[src/hdl/pfl_pkg.sv]
package pfl_pkg;

  // PIN length in digits and the widths that follow from it.
  localparam int PIN_DIGITS = 4;
  localparam int DIGIT_W    = 4;
  localparam int ENTRY_W    = DIGIT_W * PIN_DIGITS;
  localparam int DCNT_W     = $clog2(PIN_DIGITS + 1);
  localparam int PIN_W      = 16;
  localparam int CMP_W      = (ENTRY_W > PIN_W) ? ENTRY_W : PIN_W;

  typedef enum logic [2:0] {
    PH_PIN     = 3'd0,
    PH_FINGER  = 3'd1,
    PH_REMOVE  = 3'd2,
    PH_OPEN    = 3'd3,
    PH_LOCKOUT = 3'd4
  } phase_t;

  typedef enum logic [2:0] {
    EV_NONE      = 3'd0,
    EV_PIN_OK    = 3'd1,
    EV_PIN_WRONG = 3'd2,
    EV_FP_DENIED = 3'd3,
    EV_FP_ERROR  = 3'd4,
    EV_UNLOCKED  = 3'd5,
    EV_FP_FAIL   = 3'd6,
    EV_CLEARED   = 3'd7
  } event_t;

  localparam logic [1:0] REQ_KEY  = 2'd0;
  localparam logic [1:0] REQ_FP   = 2'd1;
  localparam logic [1:0] REQ_TICK = 2'd2;

  localparam logic [1:0] FP_NONE    = 2'd0;
  localparam logic [1:0] FP_MATCH   = 2'd1;
  localparam logic [1:0] FP_NOMATCH = 2'd2;
  localparam logic [1:0] FP_ERROR   = 2'd3;

  localparam logic [3:0] KEY_LAST_DIGIT = 4'd9;
  localparam logic [3:0] KEY_STAR       = 4'd10;

  localparam logic [2:0] CFG_PIN_CODE        = 3'd0;
  localparam logic [2:0] CFG_EXPECTED_FINGER = 3'd1;
  localparam logic [2:0] CFG_MAX_TRIES       = 3'd2;
  localparam logic [2:0] CFG_FINGER_TIMEOUT  = 3'd3;
  localparam logic [2:0] CFG_LOCKOUT_TICKS   = 3'd4;
  localparam logic [2:0] CFG_UNLOCK_TICKS    = 3'd5;

  localparam logic [15:0] RST_PIN_CODE        = 16'h2005;
  localparam logic [9:0]  RST_EXPECTED_FINGER = 10'd1;
  localparam logic [3:0]  RST_MAX_TRIES       = 4'd3;
  localparam logic [15:0] RST_FINGER_TIMEOUT  = 16'd15000;
  localparam logic [15:0] RST_LOCKOUT_TICKS   = 16'd10000;
  localparam logic [15:0] RST_UNLOCK_TICKS    = 16'd5000;

  localparam logic [3:0]  TRY_MAX     = 4'hF;
  localparam logic [15:0] ELAPSED_MAX = 16'hFFFF;

  typedef struct packed {
    logic [15:0] pin_code;
    logic [9:0]  expected_finger;
    logic [3:0]  max_tries;
    logic [15:0] finger_timeout;
    logic [15:0] lockout_ticks;
    logic [15:0] unlock_ticks;
  } cfg_t;

  typedef struct packed {
    logic [1:0] req_type;
    logic [3:0] key_code;
    logic [1:0] fp_status;
    logic [9:0] fp_id;
  } item_t;

  typedef struct packed {
    phase_t     phase;
    logic [2:0] digits_entered;
    event_t     event_code;
    logic [3:0] tries_used;
    logic       unlock;
  } result_t;

endpackage

[src/hdl/pfl_cfg.sv]
module pfl_cfg (
  input  logic            clk,
  input  logic            rst,
  input  logic            cfg_we,
  input  logic [2:0]      cfg_index,
  input  logic [15:0]     cfg_data,
  output pfl_pkg::cfg_t   cfg
);
  import pfl_pkg::*;

  // Writes to indexes past the register list are dropped.
  always_ff @(posedge clk) begin
    if (rst) begin
      cfg.pin_code        <= RST_PIN_CODE;
      cfg.expected_finger <= RST_EXPECTED_FINGER;
      cfg.max_tries       <= RST_MAX_TRIES;
      cfg.finger_timeout  <= RST_FINGER_TIMEOUT;
      cfg.lockout_ticks   <= RST_LOCKOUT_TICKS;
      cfg.unlock_ticks    <= RST_UNLOCK_TICKS;
    end else if (cfg_we) begin
      unique case (cfg_index)
        CFG_PIN_CODE:        cfg.pin_code        <= cfg_data;
        CFG_EXPECTED_FINGER: cfg.expected_finger <= cfg_data[9:0];
        CFG_MAX_TRIES:       cfg.max_tries       <= cfg_data[3:0];
        CFG_FINGER_TIMEOUT:  cfg.finger_timeout  <= cfg_data;
        CFG_LOCKOUT_TICKS:   cfg.lockout_ticks   <= cfg_data;
        CFG_UNLOCK_TICKS:    cfg.unlock_ticks    <= cfg_data;
        default: ;
      endcase
    end
  end

endmodule

[src/hdl/pfl_core.sv]
module pfl_core (
  input  logic              clk,
  input  logic              rst,
  input  logic              fire,
  input  pfl_pkg::item_t    item,
  input  pfl_pkg::cfg_t     cfg,
  output pfl_pkg::result_t  result
);
  import pfl_pkg::*;

  phase_t              phase;
  phase_t              phase_next;
  logic [ENTRY_W-1:0]  entry;
  logic [ENTRY_W-1:0]  entry_next;
  logic [DCNT_W-1:0]   digit_count;
  logic [DCNT_W-1:0]   digit_count_next;
  logic [3:0]          try_count;
  logic [3:0]          try_count_next;
  logic [15:0]         elapsed;
  logic [15:0]         elapsed_next;

  logic                is_key;
  logic                is_fp;
  logic                is_tick;
  logic                is_digit;
  logic [DCNT_W-1:0]   cnt_inc;
  logic                pin_full;
  logic [ENTRY_W-1:0]  entry_shift;
  logic                pin_ok;
  logic [15:0]         el_inc;
  logic [3:0]          try_inc;
  logic                finger_hit;
  logic                lift_fail;
  logic [DCNT_W+2:0]   cnt_ext;
  event_t              ev;

  assign is_key      = (item.req_type == REQ_KEY);
  assign is_fp       = (item.req_type == REQ_FP);
  assign is_tick     = (item.req_type == REQ_TICK);
  assign is_digit    = (item.key_code <= KEY_LAST_DIGIT);
  assign cnt_inc     = digit_count + 1'b1;
  assign pin_full    = (cnt_inc == DCNT_W'(PIN_DIGITS));
  assign entry_shift = ENTRY_W'({entry, item.key_code});
  assign pin_ok      = (CMP_W'(entry_shift) == CMP_W'(cfg.pin_code));
  assign el_inc      = (elapsed == ELAPSED_MAX) ? elapsed : elapsed + 16'd1;
  assign try_inc     = (try_count == TRY_MAX) ? try_count : try_count + 4'd1;
  assign finger_hit  = (item.fp_status == FP_MATCH) && (item.fp_id == cfg.expected_finger);
  assign lift_fail   = (try_count >= cfg.max_tries) || (elapsed >= cfg.finger_timeout);

  // Next state of the controller and its counters.
  always_comb begin
    phase_next       = phase;
    entry_next       = entry;
    digit_count_next = digit_count;
    try_count_next   = try_count;
    elapsed_next     = elapsed;
    unique case (phase)
      PH_PIN: begin
        if (is_key && is_digit) begin
          if (pin_full) begin
            entry_next       = '0;
            digit_count_next = '0;
            elapsed_next     = '0;
            if (pin_ok) begin
              phase_next     = PH_FINGER;
              try_count_next = '0;
            end else begin
              phase_next = PH_LOCKOUT;
            end
          end else begin
            entry_next       = entry_shift;
            digit_count_next = cnt_inc;
          end
        end else if (is_key && item.key_code == KEY_STAR) begin
          entry_next       = '0;
          digit_count_next = '0;
        end
      end
      PH_FINGER: begin
        if (is_fp) begin
          if (finger_hit) begin
            phase_next   = PH_OPEN;
            elapsed_next = '0;
          end else if (item.fp_status != FP_NONE) begin
            try_count_next = try_inc;
            phase_next     = PH_REMOVE;
          end
        end else if (is_tick) begin
          elapsed_next = el_inc;
          if (el_inc >= cfg.finger_timeout) begin
            phase_next     = PH_PIN;
            try_count_next = '0;
          end
        end
      end
      PH_REMOVE: begin
        if (is_fp && item.fp_status == FP_NONE) begin
          if (lift_fail) begin
            phase_next     = PH_PIN;
            try_count_next = '0;
          end else begin
            phase_next = PH_FINGER;
          end
        end else if (is_tick) begin
          elapsed_next = el_inc;
        end
      end
      PH_OPEN: begin
        if (is_tick) begin
          elapsed_next = el_inc;
          if (el_inc >= cfg.unlock_ticks) begin
            phase_next     = PH_PIN;
            try_count_next = '0;
          end
        end
      end
      PH_LOCKOUT: begin
        if (is_tick) begin
          elapsed_next = el_inc;
          if (el_inc >= cfg.lockout_ticks) begin
            phase_next = PH_PIN;
          end
        end
      end
      default: begin
        phase_next = PH_PIN;
      end
    endcase
  end

  // Event code and result fields for the item being applied.
  always_comb begin
    ev = EV_NONE;
    unique case (phase)
      PH_PIN: begin
        if (is_key && is_digit && pin_full) begin
          ev = pin_ok ? EV_PIN_OK : EV_PIN_WRONG;
        end else if (is_key && item.key_code == KEY_STAR) begin
          ev = EV_CLEARED;
        end
      end
      PH_FINGER: begin
        if (is_fp) begin
          if (finger_hit) begin
            ev = EV_UNLOCKED;
          end else if (item.fp_status == FP_ERROR) begin
            ev = EV_FP_ERROR;
          end else if (item.fp_status != FP_NONE) begin
            ev = EV_FP_DENIED;
          end
        end else if (is_tick && el_inc >= cfg.finger_timeout) begin
          ev = EV_FP_FAIL;
        end
      end
      PH_REMOVE: begin
        if (is_fp && item.fp_status == FP_NONE && lift_fail) begin
          ev = EV_FP_FAIL;
        end
      end
      default: begin
        ev = EV_NONE;
      end
    endcase
    cnt_ext               = {3'b000, digit_count_next};
    result.phase          = phase_next;
    result.digits_entered = cnt_ext[2:0];
    result.event_code     = ev;
    result.tries_used     = try_count_next;
    result.unlock         = (phase_next == PH_OPEN);
  end

  always_ff @(posedge clk) begin
    if (rst) begin
      phase       <= PH_PIN;
      entry       <= '0;
      digit_count <= '0;
      try_count   <= '0;
      elapsed     <= '0;
    end else if (fire) begin
      phase       <= phase_next;
      entry       <= entry_next;
      digit_count <= digit_count_next;
      try_count   <= try_count_next;
      elapsed     <= elapsed_next;
    end
  end

  a_digits_only_in_pin: assert property (@(posedge clk) disable iff (rst)
    (phase != PH_PIN) |-> (digit_count == '0))
    else $error("digits held outside PIN entry");

  a_count_below_len: assert property (@(posedge clk) disable iff (rst)
    digit_count < DCNT_W'(PIN_DIGITS))
    else $error("stored digit count reached the PIN length");

  a_hold_when_idle: assert property (@(posedge clk) disable iff (rst)
    !fire |=> ($stable(phase) && $stable(try_count) && $stable(elapsed)))
    else $error("state changed without an item");

  a_remove_tick_stays: assert property (@(posedge clk) disable iff (rst)
    (fire && phase == PH_REMOVE && is_tick) |=> (phase == PH_REMOVE))
    else $error("tick moved the controller out of await removal");

endmodule

[src/hdl/pin_and_fingerprint_lock_fsm.sv]
// Channel   Direction  Handshake                   Payload
// item      in         item_valid / item_stall     req_type key_code fp_status fp_id
// result    out        result_valid / result_stall phase digits_entered event_code
//                                                  tries_used unlock
// config    in         cfg_we                      cfg_index cfg_data
//
// One item is accepted per cycle while item_stall is low, and each item gives exactly one
// result, through the item register and then the result register.
// The rate is set by the phase, digit and timer registers, which are updated once per item.
// Reset (rst, synchronous, active high) returns the configuration to its defaults and
// the controller to PIN entry with all counters at zero.
// A stalled result holds in the result register while the next item waits in the item
// register; item_stall rises only when both registers are full.
module pin_and_fingerprint_lock_fsm (
  input  logic        clk,
  input  logic        rst,
  input  logic        item_valid,
  output logic        item_stall,
  input  logic [1:0]  req_type,
  input  logic [3:0]  key_code,
  input  logic [1:0]  fp_status,
  input  logic [9:0]  fp_id,
  output logic        result_valid,
  input  logic        result_stall,
  output logic [2:0]  phase,
  output logic [2:0]  digits_entered,
  output logic [2:0]  event_code,
  output logic [3:0]  tries_used,
  output logic        unlock,
  input  logic        cfg_we,
  input  logic [2:0]  cfg_index,
  input  logic [15:0] cfg_data
);
  import pfl_pkg::*;

  cfg_t    cfg;
  item_t   item_q;
  logic    item_full;
  result_t res_comb;
  result_t res_q;
  logic    move;
  logic    accept;

  // The item in the item register is applied to the controller state in the same cycle
  // that its result enters the result register, so the next item always sees the state
  // that this one leaves behind.
  assign move       = item_full && (!result_valid || !result_stall);
  assign item_stall = item_full && !move;
  assign accept     = item_valid && !item_stall;

  always_ff @(posedge clk) begin
    if (rst) begin
      item_full <= 1'b0;
    end else if (accept) begin
      item_full <= 1'b1;
    end else if (move) begin
      item_full <= 1'b0;
    end
  end

  always_ff @(posedge clk) begin
    if (accept) begin
      item_q.req_type  <= req_type;
      item_q.key_code  <= key_code;
      item_q.fp_status <= fp_status;
      item_q.fp_id     <= fp_id;
    end
  end

  // The result register empties when its item is taken and no new one arrives.
  always_ff @(posedge clk) begin
    if (rst) begin
      result_valid <= 1'b0;
    end else if (move) begin
      result_valid <= 1'b1;
    end else if (!result_stall) begin
      result_valid <= 1'b0;
    end
  end

  always_ff @(posedge clk) begin
    if (move) begin
      res_q <= res_comb;
    end
  end

  pfl_cfg u_cfg (
    .clk       (clk),
    .rst       (rst),
    .cfg_we    (cfg_we),
    .cfg_index (cfg_index),
    .cfg_data  (cfg_data),
    .cfg       (cfg)
  );

  pfl_core u_core (
    .clk    (clk),
    .rst    (rst),
    .fire   (move),
    .item   (item_q),
    .cfg    (cfg),
    .result (res_comb)
  );

  assign phase          = res_q.phase;
  assign digits_entered = res_q.digits_entered;
  assign event_code     = res_q.event_code;
  assign tries_used     = res_q.tries_used;
  assign unlock         = res_q.unlock;

endmodule

[config.mk]
export PLATFORM = sky130hd
export DESIGN_NAME = pin_and_fingerprint_lock_fsm
export DESIGN_NICKNAME = d
export VERILOG_FILES = /design/src/hdl/pfl_pkg.sv /design/src/hdl/pfl_cfg.sv /design/src/hdl/pfl_core.sv /design/src/hdl/pin_and_fingerprint_lock_fsm.sv
export SDC_FILE = /design/constraint.sdc
export NUM_CORES = 1
export LEC_CHECK = 0
export BUFFER_PORTS_ARGS = -buffer_cell sky130_fd_sc_hd__buf_2
export CAP_MARGIN = 20
export CORE_UTILIZATION = 45
export CTS_BUF_LIST = sky130_fd_sc_hd__clkbuf_8
export DETAILED_ROUTE_END_ITERATION = 6
export SLEW_MARGIN = 15
export SYNTH_ARGS = -nofsm -noshare
export SYNTH_HDL_FRONTEND = slang
export SYNTH_SLANG_ARGS = --single-unit
[constraint.sdc]
create_clock -name clk -period 5.4 [get_ports clk]
set_clock_uncertainty 0.15 [all_clocks]
set_input_delay 0.54 -clock clk [delete_from_list [all_inputs] [get_ports clk]]
set_output_delay 0.54 -clock clk [all_outputs]
set_load 0.03 [all_outputs]
==> results_dict.tcl <==
set metrics [dict create \
    run_status "completed" \
    timing.final.max_slew_violations 0 \
    antenna_left 0 \
    hold_buffers 0 \
    fmax_mhz 207 \
    timing.hold.worst.start "key_code[0]" \
    final_common_cell "nand2_1" \
    initial_utilization_pct 46.7 \
    ff2ff_path_depth 14 \
    p_sw_mw 0.604 \
    seq_area_frac_synth_pct 40.7 \
    yosysWarnings 0 \
    clk_root_buffer_cell "clkbuf_8" \
    time_the_worst_path_needs_with_i_o_delays_and_setup_ps 4820 \
    synth-edff-count 32 \
    postCtsSetupRepairBufs 0 \
    cp_cell_sequence "and4_1 > nand3_4 > or4_4 > nand2_1 > xnor2_1 > ha_1 > o211ai_1 > a21oi_1 > o41ai_1 > a2111oi_0 > a211oi_1 > nor4_1 > buf_4 > o2bb2ai_1" \
    synthesis.area_per_instance_um2 8.58 \
    dp_slack_ps 681 \
    async_reset_ff_share_pct 0 \
    synth_top_area_share_pct 29.0 \
    grt_overflow_total 0 \
    largest_net_degree_at_the_start_of_global_routing 71 \
    port-buffer-count 57 \
    synth_area_leaders "dfxtp_1 (29%), edfxtp_1 (12%), ha_1 (12%)" \
    synth-main-ff-cell "dfxtp_1" \
    dp_hpwl_mm 15.2 \
    pwr_dens_nw_per_um2 252 \
    grt_first_pass_wirelength_mm 32.8 \
    dr.first_iter.drc_count 489 \
    yosys_register_bits 150 \
    die_height_um 137 \
    floorplan.rows 48 \
    maximum_buffer_depth_of_the_clock_tree 2 \
    clock_latency_ps 460 \
    timing.hold.worst_endpoint "item_q[12]" \
    io_pins 58 \
    grt_setup_unrepaired "no" \
    finalHoldViolCount 0 \
    max_cap_viol_count 0 \
    power.leakage_nw 3.70 \
    vdd_ir_drop_max_mv 0.149 \
    worst_setup_path_start_kind "register" \
    p_comb_share_pct 8.5 \
    worst_slew_pin_slew_ps 1070 \
    clkSinkCount 150 \
    setup-tns-final_ps 0 \
    netlist-cell-type-count 62 \
    endpoint_kind "register" \
    detailroute.via_count 6779 \
    post-place-cells 1200 \
    number_of_vias_per_cell_after_detailed_routing 5.49 \
    dr.pass1.iters 5 \
    route.detailed.drc 0 \
    cts.htree.levels 4 \
    commonest_non_fill_non_tap_cells_in_the_layout "nand2_1 (170), dfxtp_1 (118), a21oi_1 (109)" \
    num_cts_buffers 17 \
    final_worst_path_period_share_pct 89.3 \
    gp_congestion 0.861 \
    first_global_vias 6047 \
    grt_antenna_before_repair 1 \
    worst_path_max_delay_cell "a211oi_1" \
    p_int_mw 1.66 \
    final_cell_count_no_fill 1234 \
    grt.total_usage_pct 23.4 \
    relSlewSlack_pct 28.1 \
    critical_path.max_fanout 10 \
    power.share.sequential_pct 52.7 \
    dpl_cell_area_um2 8600 \
    post_cts_resize_count 0 \
    cts.reportedPaths.clkPinSlew_ps 100 \
    nets_in_the_synthesized_netlist 1068 \
    crit_required_ps 5550 \
    detail_route.wl_per_cell_um 16.9 \
    die_area_um2 18700 \
    crit-reg2reg-capture "tries_used[2]" \
    slowest_delay_ps 690 \
    fin_area_um2 9000 \
    fin_ws_ps 575 \
    routed_wl_mm 20.8 \
    total_power_mw 2.27 \
    hold_path_depth 1 \
    synth_area_um2 8160 \
    flow.area_growth_from_synthesis_pct 10.4 \
    dieWidth_um 137 \
    hold_class "in2reg" \
    critPathArrivalTime_ps 4980 \
    layout-drive-gt1-share_pct 10.8 \
    fin_nets 1112 \
    share_clk_of_total_power_pct 38.9 \
    critPathKind "reg2reg" \
    finalSetupViolCount 0 \
    switching_fraction_pct 26.7 \
    netlist_instances 950 \
    reg2reg_from "u_core.elapsed[2]" \
    design.core.area_um2 17500 \
    r2r_slack_ps 580 \
    tritoncts_clock_tree "yes" \
    synth_largest_area_cell "dfxtp_1" \
]
worst max-delay path, delay by kind of cell (launching register included):
family	cells	cell delay, ps
fa+ha+maj	1	310
simple gates	5	1550
xor+xnor	1	250
compound gates	6	1690
flops	1	530
buf+inv	1	190
worst max path at each step:
stage | startpoint | endpoint | slack, ps | cells after the start
3_5_place_dp | u_core.elapsed[2] | tries_used[2] | 680 | 14
2_1_floorplan | u_core.elapsed[3] | tries_used[2] | 1600 | 16
5_1_grt | u_core.elapsed[2] | u_core.phase[0] | 270 | 13
3_3_place_gp | u_core.elapsed[2] | u_core.phase[0] | 760 | 13
6_report | u_core.elapsed[2] | tries_used[2] | 580 | 14
4_1_cts | u_core.elapsed[2] | tries_used[2] | 610 | 14
flip-flops by register name, indices dropped and copies added, names as in the netlist:
name,count
u_cfg.cfg,78
item_q,18
u_core.elapsed,16
u_core.entry,12
tries_used,4
u_core.try_count,4
digits_entered,3
event_code,3
phase,3
u_core.digit_count,3
u_core.phase,3
item_full,1
result_valid,1
unlock,1
through the flow:
stage               util (%)  hold WS [ps]
finish                  51.5           106
global route            51.5          73.4
CTS                     51.5          79.8
detailed placement      49.2           297
global placement        49.2           292
floorplan                  -           286
logic make-up (layout without fill, tap and decap cells):
group,after synthesis,after routing,synth area share [%]
AND/OR/NAND/NOR,339,339,19.3
AO/OA/AOI/OAI,231,231,18.0
flip-flops,150,150,40.7
buffers and inverters,112,169,5.57
adder cells (fa/ha/maj),76,76,11.7
XOR/XNOR,37,37,3.97
multiplexers,5,5,0.660
other,0,2,0
layer usage:
metal | global-route usage (%) | share of wire [%]
met3 | 4.00 | 5.3
met1 | 34.4 | 50
met2 | 34.5 | 43
met4 | 7.04 | 1.7
met5 | 0 | 0
area by class of cell:
| class | count | area, µm² |
|---|---|---|
| well taps | 225 | 282 |
| flip-flops and latches | 150 | 3320 |
| diodes | 2 | 5.00 |
| inverters | 72 | 270 |
| clock inverters | 14 | 146 |
| multi-input cells | 688 | 4380 |
| clock buffers | 18 | 248 |
| repair buffers | 65 | 345 |
| fillers | 1724 | 8470 |
cell usage after synthesis, drive strengths merged (8+ instances only):
| library cell | n |
|---|---|
| nand2 | 170 |
| dfxtp | 118 |
| a21oi | 109 |
| ha | 76 |
| inv | 72 |
| nor2 | 53 |
| clkbuf | 32 |
| edfxtp | 32 |
| o211ai | 25 |
| xnor2 | 25 |
| nand3 | 23 |
| and3 | 18 |
| nand4 | 16 |
| o21ai | 16 |
| nor3 | 15 |
| nand2b | 13 |
| xor2 | 12 |
| a21o | 11 |
| a311oi | 10 |
| a22oi | 9 |
| nor2b | 9 |
| a211oi | 8 |
| buf | 8 |
power by group through the flow:
stage                     combinational, mW  sequential [mW]  clock [mW]
final                                 0.192             1.19       0.881
after floorplan                       0.113             1.22           0
after global routing                  0.211             1.20       0.949
after global placement                0.190             1.22           0
after detailed placement              0.190             1.22           0
after CTS                             0.192             1.19       0.904
Note: power is estimated with default switching activity, not from simulation.
